$ cat src/rtl/ecdf_pkg.sv
// ----------------------------------------------------------------------------
// ecdf_pkg
// Opcodes, status codes and widths shared by the empirical CDF store.
// ----------------------------------------------------------------------------
package ecdf_pkg;
  localparam logic [1:0] OP_CLEAR  = 2'd0;
  localparam logic [1:0] OP_INSERT = 2'd1;
  localparam logic [1:0] OP_QUERY  = 2'd2;
  localparam logic [1:0] OP_NOP    = 2'd3;

  localparam logic [1:0] ST_OK    = 2'd0;
  localparam logic [1:0] ST_FULL  = 2'd1;
  localparam logic [1:0] ST_EMPTY = 2'd2;

  localparam int PROB_BITS  = 16;
  localparam int COUNT_BITS = 7;
  localparam int FIELD_BITS = 24;
endpackage

$ cat src/rtl/ecdf_frac_div.sv
// ----------------------------------------------------------------------------
// ecdf_frac_div
// Restoring divider: q = floor(num * 2^16 / den), one quotient bit a cycle.
// Caller guarantees num < den.
// ----------------------------------------------------------------------------
module ecdf_frac_div import ecdf_pkg::*; #(
  parameter int W = 64
) (
  input  logic                 clk,
  input  logic                 rst_n,
  input  logic                 start,
  input  logic [W-1:0]         num,
  input  logic [W-1:0]         den,
  output logic                 done,
  output logic [PROB_BITS-1:0] quo
);
  logic [W:0]           rem_r;
  logic [W-1:0]         den_r;
  logic [PROB_BITS-1:0] quo_r;
  logic [4:0]           cnt_r;
  logic                 busy_r;
  logic [W:0]           sh;

  assign sh   = {rem_r[W-1:0], 1'b0};
  assign quo  = quo_r;
  assign done = busy_r && (cnt_r == 5'd0);

  always_ff @(posedge clk) begin
    if (!rst_n) begin
      busy_r <= 1'b0;
      cnt_r  <= '0;
    end else if (start) begin
      busy_r <= 1'b1;
      cnt_r  <= 5'(PROB_BITS);
      rem_r  <= {1'b0, num};
      den_r  <= den;
      quo_r  <= '0;
    end else if (busy_r) begin
      if (cnt_r == 5'd0) begin
        busy_r <= 1'b0;
      end else begin
        cnt_r <= cnt_r - 5'd1;
        if (sh >= {1'b0, den_r}) begin
          rem_r <= sh - {1'b0, den_r};
          quo_r <= {quo_r[PROB_BITS-2:0], 1'b1};
        end else begin
          rem_r <= sh;
          quo_r <= {quo_r[PROB_BITS-2:0], 1'b0};
        end
      end
    end
  end
endmodule

$ cat src/rtl/empirical_cdf_sorted_store.sv
// ----------------------------------------------------------------------------
// empirical_cdf_sorted_store
// Sorted sample store with insert, clear and interpolated CDF query.
// ----------------------------------------------------------------------------
// One item at a time; the result appears after a data-dependent walk from the
// input transfer and the input stays closed until the result transfer. Clear,
// no-op and a dropped insert go straight to the done state. Insert reads the
// store downward from the top through its single-port memory, with a read, a
// compare and a write-back per shifted entry. Query checks minimum and maximum
// (an early exit below the minimum or above the maximum), runs a binary
// search, walks past equal neighbours, reads the upper neighbour, multiplies
// and then divides in a 16-step restoring divider. The result sits in an
// output register; no clearing pass is needed after reset.
module empirical_cdf_sorted_store import ecdf_pkg::*; #(
  parameter int CAPACITY   = 64,
  parameter int VALUE_BITS = 24
) (
  input  logic                  clk,
  input  logic                  rst_n,
  input  logic                  in_valid,
  output logic                  in_ready,
  input  logic [1:0]            in_opcode,
  input  logic [FIELD_BITS-1:0] in_sample_value,
  output logic                  out_valid,
  input  logic                  out_ready,
  output logic [PROB_BITS-1:0]  out_probability,
  output logic [1:0]            out_status,
  output logic [COUNT_BITS-1:0] out_sample_count
);
  localparam int AW = (CAPACITY > 1) ? $clog2(CAPACITY) : 1;
  localparam int CW = $clog2(CAPACITY + 1);
  localparam int DW = VALUE_BITS + 2 * CW + 2;

  localparam logic [3:0] S_IDLE  = 4'd0;
  localparam logic [3:0] S_IRD   = 4'd1;
  localparam logic [3:0] S_ICMP  = 4'd2;
  localparam logic [3:0] S_QMIN  = 4'd3;
  localparam logic [3:0] S_QMAX  = 4'd4;
  localparam logic [3:0] S_QBS   = 4'd5;
  localparam logic [3:0] S_QEQ   = 4'd6;
  localparam logic [3:0] S_QHI   = 4'd7;
  localparam logic [3:0] S_QMUL  = 4'd8;
  localparam logic [3:0] S_QDIV  = 4'd9;
  localparam logic [3:0] S_QWAIT = 4'd10;
  localparam logic [3:0] S_DONE  = 4'd11;
  localparam logic [3:0] S_WAIT  = 4'd12;

  logic [VALUE_BITS-1:0] mem [CAPACITY];
  logic [VALUE_BITS-1:0] rd_r;
  logic [AW-1:0]         addr;
  logic                  we;
  logic [VALUE_BITS-1:0] wd;

  logic [3:0]            st_r;
  logic [CW-1:0]         n_r;
  logic [VALUE_BITS-1:0] x_r, slo_r, shi_r;
  logic [CW-1:0]         lo_r, hi_r, pos_r, mid;
  logic                  pend_r;
  logic [PROB_BITS-1:0]  prob_r;
  logic [1:0]            stat_r;
  logic                  ov_r;
  logic [DW-1:0]         num_r, den_r;
  logic                  dstart;
  logic                  ddone;
  logic [PROB_BITS-1:0]  dquo;
  logic [CW:0]           n1;

  assign mid = CW'(({1'b0, lo_r} + {1'b0, hi_r}) >> 1);
  assign n1  = {1'b0, n_r} + 1'b1;

  always_ff @(posedge clk) begin
    if (we) mem[addr] <= wd;
    rd_r <= mem[addr];
  end

  ecdf_frac_div #(.W(DW)) u_div (
    .clk(clk), .rst_n(rst_n), .start(dstart),
    .num(num_r), .den(den_r), .done(ddone), .quo(dquo)
  );

  assign in_ready         = (st_r == S_IDLE) && !ov_r;
  assign out_valid        = ov_r;
  assign out_probability  = prob_r;
  assign out_status       = stat_r;
  assign out_sample_count = COUNT_BITS'(n_r);
  assign dstart           = (st_r == S_QDIV);

  always_comb begin
    addr = '0;
    we   = 1'b0;
    wd   = x_r;
    case (st_r)
      S_IRD: begin
        if (pend_r) begin
          addr = AW'(pos_r);
          we   = 1'b1;
          wd   = rd_r;
        end else begin
          addr = AW'(pos_r - 1'b1);
        end
      end
      S_ICMP: begin
        if (pend_r && rd_r > x_r) begin
          addr = AW'(pos_r - 1'b1);
        end else begin
          addr = AW'(pos_r);
          we   = 1'b1;
          wd   = x_r;
        end
      end
      S_QMIN:  addr = AW'(lo_r);
      S_QMAX:  addr = AW'(n_r - 1'b1);
      S_QBS:   addr = AW'(mid);
      S_QEQ:   addr = AW'(lo_r + 1'b1);
      S_QHI:   addr = AW'(lo_r + 1'b1);
      default: addr = AW'(lo_r);
    endcase
  end

  always_ff @(posedge clk) begin
    if (!rst_n) begin
      st_r   <= S_IDLE;
      n_r    <= '0;
      ov_r   <= 1'b0;
      pend_r <= 1'b0;
    end else begin
      if (ov_r && out_ready) ov_r <= 1'b0;
      case (st_r)
        S_IDLE: begin
          if (in_valid && in_ready) begin
            x_r    <= VALUE_BITS'(in_sample_value);
            prob_r <= '0;
            stat_r <= ST_OK;
            pend_r <= 1'b0;
            st_r   <= S_DONE;
            case (in_opcode)
              OP_CLEAR: n_r <= '0;
              OP_INSERT: begin
                if (n_r >= CW'(CAPACITY)) begin
                  stat_r <= ST_FULL;
                end else begin
                  pos_r <= n_r;
                  st_r  <= S_IRD;
                end
              end
              OP_QUERY: begin
                if (n_r == '0) begin
                  stat_r <= ST_EMPTY;
                end else begin
                  lo_r <= '0;
                  hi_r <= n_r - 1'b1;
                  st_r <= S_QMIN;
                end
              end
              default: ;
            endcase
          end
        end
        S_IRD: begin
          if (pend_r) begin
            pend_r <= 1'b0;
            pos_r  <= pos_r - 1'b1;
            st_r   <= S_IRD;
          end else if (pos_r == '0) begin
            st_r <= S_ICMP;
          end else begin
            st_r <= S_ICMP;
            pend_r <= 1'b1;
          end
        end
        S_ICMP: begin
          // rd_r holds s[pos-1] when a read was issued
          if (pend_r && rd_r > x_r) begin
            st_r <= S_IRD;
          end else begin
            pend_r <= 1'b0;
            st_r   <= S_WAIT;
            n_r    <= n_r + 1'b1;
          end
        end
        S_QMIN: st_r <= S_QMAX;
        S_QMAX: begin
          if (x_r < rd_r) begin
            st_r <= S_DONE;
          end else begin
            slo_r <= rd_r;
            st_r  <= S_QHI;
            pend_r <= 1'b1;
          end
        end
        S_QHI: begin
          if (pend_r) begin
            pend_r <= 1'b0;
            if (x_r > rd_r) begin
              prob_r <= '1;
              st_r   <= S_DONE;
            end else begin
              st_r <= S_QBS;
            end
          end else begin
            shi_r <= rd_r;
            st_r  <= S_QMUL;
          end
        end
        S_QBS: begin
          if (mid == lo_r) begin
            pend_r <= 1'b0;
            st_r   <= S_QEQ;
          end else if (!pend_r) begin
            pend_r <= 1'b1;
          end else begin
            pend_r <= 1'b0;
            if (x_r < rd_r) hi_r <= mid;
            else lo_r <= mid;
          end
        end
        S_QEQ: begin
          if (lo_r + 1'b1 >= n_r) begin
            num_r <= DW'(n_r);
            den_r <= DW'(n1);
            st_r  <= S_QDIV;
          end else if (!pend_r) begin
            pend_r <= 1'b1;
          end else begin
            pend_r <= 1'b0;
            if (rd_r == slo_r) begin
              lo_r <= lo_r + 1'b1;
            end else begin
              shi_r <= rd_r;
              st_r  <= S_QMUL;
            end
          end
        end
        S_QMUL: begin
          num_r <= DW'(({1'b0, lo_r} + 1'b1) * (shi_r - slo_r)) + DW'(x_r - slo_r);
          den_r <= DW'((shi_r - slo_r) * n1);
          st_r  <= S_QDIV;
        end
        S_QDIV: st_r <= S_QWAIT;
        S_QWAIT: begin
          if (ddone) begin
            prob_r <= dquo;
            st_r   <= S_DONE;
          end
        end
        S_WAIT: st_r <= S_DONE;
        S_DONE: begin
          ov_r <= 1'b1;
          st_r <= S_IDLE;
        end
        default: st_r <= S_IDLE;
      endcase
      if (st_r == S_QEQ && pend_r == 1'b0 && lo_r + 1'b1 < n_r) slo_r <= rd_r;
    end
  end
endmodule

$ cat config.mk
export PLATFORM = sky130hd
export DESIGN_NAME = empirical_cdf_sorted_store
export DESIGN_NICKNAME = d
export VERILOG_FILES = /design/src/rtl/ecdf_pkg.sv /design/src/rtl/ecdf_frac_div.sv /design/src/rtl/empirical_cdf_sorted_store.sv
export SDC_FILE = /design/constraint.sdc
export NUM_CORES = 2
export LEC_CHECK = 0
export BUFFER_PORTS_ARGS = -buffer_cell sky130_fd_sc_hd__buf_4
export CORE_ASPECT_RATIO = 0.7
export CORE_MARGIN = 2
export CORE_UTILIZATION = 45
export DETAILED_ROUTE_END_ITERATION = 7
export PLACE_DENSITY = 0.68
export SLEW_MARGIN = 20
export SYNTH_ARGS = -nofsm -noshare
export SYNTH_HDL_FRONTEND = slang
export SYNTH_SLANG_ARGS = --single-unit
$ cat constraint.sdc
create_clock -name clk -period 8.59 [get_ports clk]
set_clock_uncertainty 0.1 [all_clocks]
set_input_delay 2.1475 -clock clk [delete_from_list [all_inputs] [get_ports clk]]
set_output_delay 2.1475 -clock clk [all_outputs]
set_load 0.01 [all_outputs]
==> results.txt <==
From synthesis to final layout, the design area changed by 11.21%. The cell area after synthesis came out at 0.09212 sq mm. The number of max-cap violations came out at 0. In this run the standard cell core region covers about 0.20 sq mm. The hold violation count in the final report is 0. The fraction of the mapped netlist area in adder cells is 0.1094.

The critical path in this run is classified as reg -> reg. The number of global-route vias before repair is approximately 60000. TritonCTS built the clock tree.

The number of detailed-route iterations in the first pass came out at 8. The actual slew at the worst max-slew pin came out at 1.322 ns. Of the total synthesized cell area, the portion taken by XOR and XNOR cells is 0.01797. The leading register cell type out of synthesis is sky130_fd_sc_hd__edfxtp_1.

The total CTS buffers came out at around 180. The final layout contains 8360 nets. Yosys mapped the design onto 88 distinct sky130hd cell types. Setup repair after global routing left no endpoint under its margin. The initial antenna violation count is 19. For this block, the initial DRC count from the detailed router was 8902.

The basic-gate share of the synthesized area counting and, or, nand and nor cells came out at 0.1132. The top achievable clock speed is 122.2 MHz. The synthesized instance count is about 7700. The relative slew slack is 0.1171. During synthesis, Yosys emitted a total of 0 warnings. STA classifies the critical path startpoint as a register.

The wire length after detailed routing came out at 271700 um. The post-route antenna net violation count came out at 0. The proportion of synthesized chip area in sequential cells came out at 0.5997.

The number of vias after detailed routing came out at 62940. By instance count, the cell type seen most on the critical path is sky130_fd_sc_hd__a21o_1. The synthesized flop and latch total came out at 1854.

The mean area per synthesized cell came out at 12.02 sq um. For this run, the total global-route usage over all layers was measured as 0.2577. The overflow left after global routing is 0. The maximum buffer depth of the clock tree is 4. The largest net degree at the start of global routing came out at 132. The final critical-path required period is 8.186 ns. The largest single stage delay on the critical path is 0.56 ns. The dominant combinational cell family by area after synthesis is simple AND/OR/NAND/NOR gates.

The number of buffers inserted for hold repair after clock tree synthesis came out at 0. The final cycle utilization of the critical path is 0.9530. Buffers placed on the I/O ports in this run total 56. The initial core utilization is 0.4544. Data arrives at the worst endpoint at around 8.6 ns. The total nets after synthesis is 8289. The run finished with clean final reports. The die outline height is approximately 380 um.

The initialized floorplan defines around 140 standard-cell rows. The slowest stage of the critical path is the sky130_fd_sc_hd__fa_1 cell. The area enclosed by the die boundary came out at 0.2084 sq mm. After clock tree synthesis, the clock-pin slew on the worst setup and hold paths is approximately 0.070 ns.

The synthesized design spends more area on one cell type than any other, namely sky130_fd_sc_hd__edfxtp_1. The routed via count divided by cell count is 5.942. The number of sinks driven by the clock tree is about 1900. The fraction of final layout cells sized beyond drive strength 1 came out at 0.09264. During I/O placement, the number of pins put on the boundary was 57.

The largest fanout on the critical path came out at 5. The share of synthesized area spent on multiplexers came out at 0.01604. The average routed wire per standard cell is 25.65 um. The fraction of the mapped netlist area in compound gates came to 0.1015.

The first-pass GRT wire length came out at 399300 um. The final max-slew violation count came out at 0. Setup violations remaining at the end of the flow were counted as 0.

The min-delay analysis places its worst path in the category reg -> reg. The number of flops mapped to enable cells by yosys came out at 1811. The final HPWL from detailed placement came out at 174500 um. The layout has 17350 filler cells. The accumulated negative setup slack came out at 0 ns. At the worst endpoint, the required time is 8.99 ns. The H-tree level count is 4. The die outline width came out at 544.8 um. Sorting the synthesized cells by area gives the leading types as sky130_fd_sc_hd__edfxtp_1 59%, sky130_fd_sc_hd__fa_1 7.6%, sky130_fd_sc_hd__nand2_1 4.9%. The worst setup path is captured at a register. In the routed design, unresolved DRC markers number 0. The buffer cell driving the clock tree root is sky130_fd_sc_hd__clkbuf_16. The share of synthesized area in the top cell type comes to 0.5903. The share of async-settable or async-resettable flops after synthesis is 0. Routability-driven placement finished with a final weighted congestion of 0.9573. The clock latency of the later-clocked register in the worst-skew pair came out at slightly below 0.9 ns.
-- cells in the mapped netlist (10+ instances only) --
library cell                number
sky130_fd_sc_hd__edfxtp_1     1811
sky130_fd_sc_hd__nand2_1      1195
sky130_fd_sc_hd__nor2_1        575
sky130_fd_sc_hd__inv_1         573
sky130_fd_sc_hd__a21oi_1       503
sky130_fd_sc_hd__fa_1          348
sky130_fd_sc_hd__nand3_1       297
sky130_fd_sc_hd__ha_1          249
sky130_fd_sc_hd__clkbuf_1      238
sky130_fd_sc_hd__o21ai_0       217
sky130_fd_sc_hd__mux2i_1       142
sky130_fd_sc_hd__xnor2_1       124
sky130_fd_sc_hd__a211oi_1      113
sky130_fd_sc_hd__buf_2         103
sky130_fd_sc_hd__a22oi_1        88
sky130_fd_sc_hd__o2bb2ai_1      74
sky130_fd_sc_hd__nor3_1         73
sky130_fd_sc_hd__a31oi_1        67
sky130_fd_sc_hd__xor2_1         65
sky130_fd_sc_hd__a21o_1         61
sky130_fd_sc_hd__nand2b_1       55
sky130_fd_sc_hd__nor2b_1        48
sky130_fd_sc_hd__buf_1          47
sky130_fd_sc_hd__nand4_1        44
sky130_fd_sc_hd__dfxtp_1        43
sky130_fd_sc_hd__a32o_1         37
sky130_fd_sc_hd__o21bai_1       36
sky130_fd_sc_hd__o22ai_1        36
sky130_fd_sc_hd__o21a_1         30
sky130_fd_sc_hd__or2_2          30
sky130_fd_sc_hd__and3_1         29
sky130_fd_sc_hd__a2111oi_0      26
sky130_fd_sc_hd__nor4_1         24
sky130_fd_sc_hd__o211ai_1       24
sky130_fd_sc_hd__a221oi_1       23
sky130_fd_sc_hd__o21ai_1        23
sky130_fd_sc_hd__and2_1         20
sky130_fd_sc_hd__or3_1          14
sky130_fd_sc_hd__buf_4          12
sky130_fd_sc_hd__o31ai_1        10
-- cell usage in the layout (no fill, tap or decap), types with 55 or more instances in the layout --
cell type and n:
sky130_fd_sc_hd__edfxtp_1 1811, sky130_fd_sc_hd__nand2_1 1191, sky130_fd_sc_hd__inv_1 573, sky130_fd_sc_hd__nor2_1 508
sky130_fd_sc_hd__a21oi_1 500, sky130_fd_sc_hd__fa_1 348, sky130_fd_sc_hd__nand3_1 296, sky130_fd_sc_hd__buf_4 282
sky130_fd_sc_hd__ha_1 249, sky130_fd_sc_hd__o21ai_0 190, sky130_fd_sc_hd__clkbuf_16 178, sky130_fd_sc_hd__mux2i_1 142
sky130_fd_sc_hd__xnor2_1 117, sky130_fd_sc_hd__a211oi_1 111, sky130_fd_sc_hd__a22oi_1 88, sky130_fd_sc_hd__o2bb2ai_1 74
sky130_fd_sc_hd__nor3_1 67, sky130_fd_sc_hd__a31oi_1 67, sky130_fd_sc_hd__xor2_1 64, sky130_fd_sc_hd__a21o_1 60
sky130_fd_sc_hd__nor2_2 57, sky130_fd_sc_hd__nand2b_1 55
-- worst max-delay path, delay by kind of cell, from the launching register on --
kind,cells,cell delay [ns]
adder cells (fa/ha/maj),7,3.03
buffers and inverters,5,0.49
AO/OA/AOI/OAI,17,3.20
XOR/XNOR,2,0.22
flip-flops,1,0.44
AND/OR/NAND/NOR,4,0.41
-- timing repair --
action	in CTS	in global routing
setup endpoints to repair	0	17
gates resized for setup	0	13
setup buffers	0	1
-- layout make-up --
cell class / instances / area [sq um] / area share
Multi-Input combinational cell: 4827 / 33780 / 0.3298
Clock inverter: 93 / 803.3 / 0.007841
Timing Repair Buffer: 297 / 2431 / 0.02373
Clock buffer: 210 / 4594 / 0.04485
Inverter: 577 / 2166 / 0.02114
Sequential cell: 1854 / 55240 / 0.5392
Tap cell: 2730 / 3416 / 0.03334
Antenna cell: 4 / 10.01 / 0.00009771
-- final timing paths --
check	from	endpoint	slack [ns]	cells past startpoint
setup / recovery	slo_r[0]	num_r[33]	0.40	35
hold / removal	den_r[38]	u_div.den_r[38]	0.26	0
setup reg to reg	slo_r[0]	num_r[33]	0.40	35
hold reg to reg	den_r[38]	u_div.den_r[38]	0.26	0
-- registers in the layout (all words and copies together) (netlist names), 16 cells and up --
name             count
x_r                 24
num_r               40
mem               1536
shi_r               24
u_div.rem_r         40
u_div.den_r         34
out_probability     16
den_r               34
u_div.quo           16
rd_r                24
slo_r               24
-- metal layers --
| layer | GRT usage | vias up | wire length, um |
|---|---|---|---|
| met1 | 0.3817 | 31050 | 111800 |
| met2 | 0.3602 | 3869 | 112100 |
| met4 | 0.1016 | 12 | 12050 |
| met3 | 0.06639 | 589 | 35710 |
| li1 | - | 27420 | - |
| met5 | 0 | - | 80 |
-- kinds of logic (layout without fill, tap and decap cells) --
kind of cell | count (synthesis) | after routing
muxes | 147 | 147
AOI/OAI and AO/OA | 1457 | 1457
other | 0 | 4
and+or+nand+nor | 2437 | 2437
xor gates and xnor gates | 189 | 189
adders and majority gates | 597 | 597
DFF | 1854 | 1854
buffers and inverters | 981 | 1177
-- stage by stage --
stage          utilization  setup WS, ns  hold slack, ns  std cells  instance area, sq um
2_1_floorplan            -        0.6547          0.3003       7662                 92120
3_3_place_gp        0.4779        0.2148          0.3013      10280                 96870
3_5_place_dp        0.4781        0.1940          0.3045      10280                 96920
4_1_cts             0.5047        0.1716          0.2618      10590                102300
5_1_grt             0.5054       0.01218          0.2805      10590                102400
6_report            0.5054        0.4040          0.2637      10590                102400
Power is left out: the tool's default activity adds up to more than one toggle a clock period on the data nets, which glitch-free logic cannot reach.
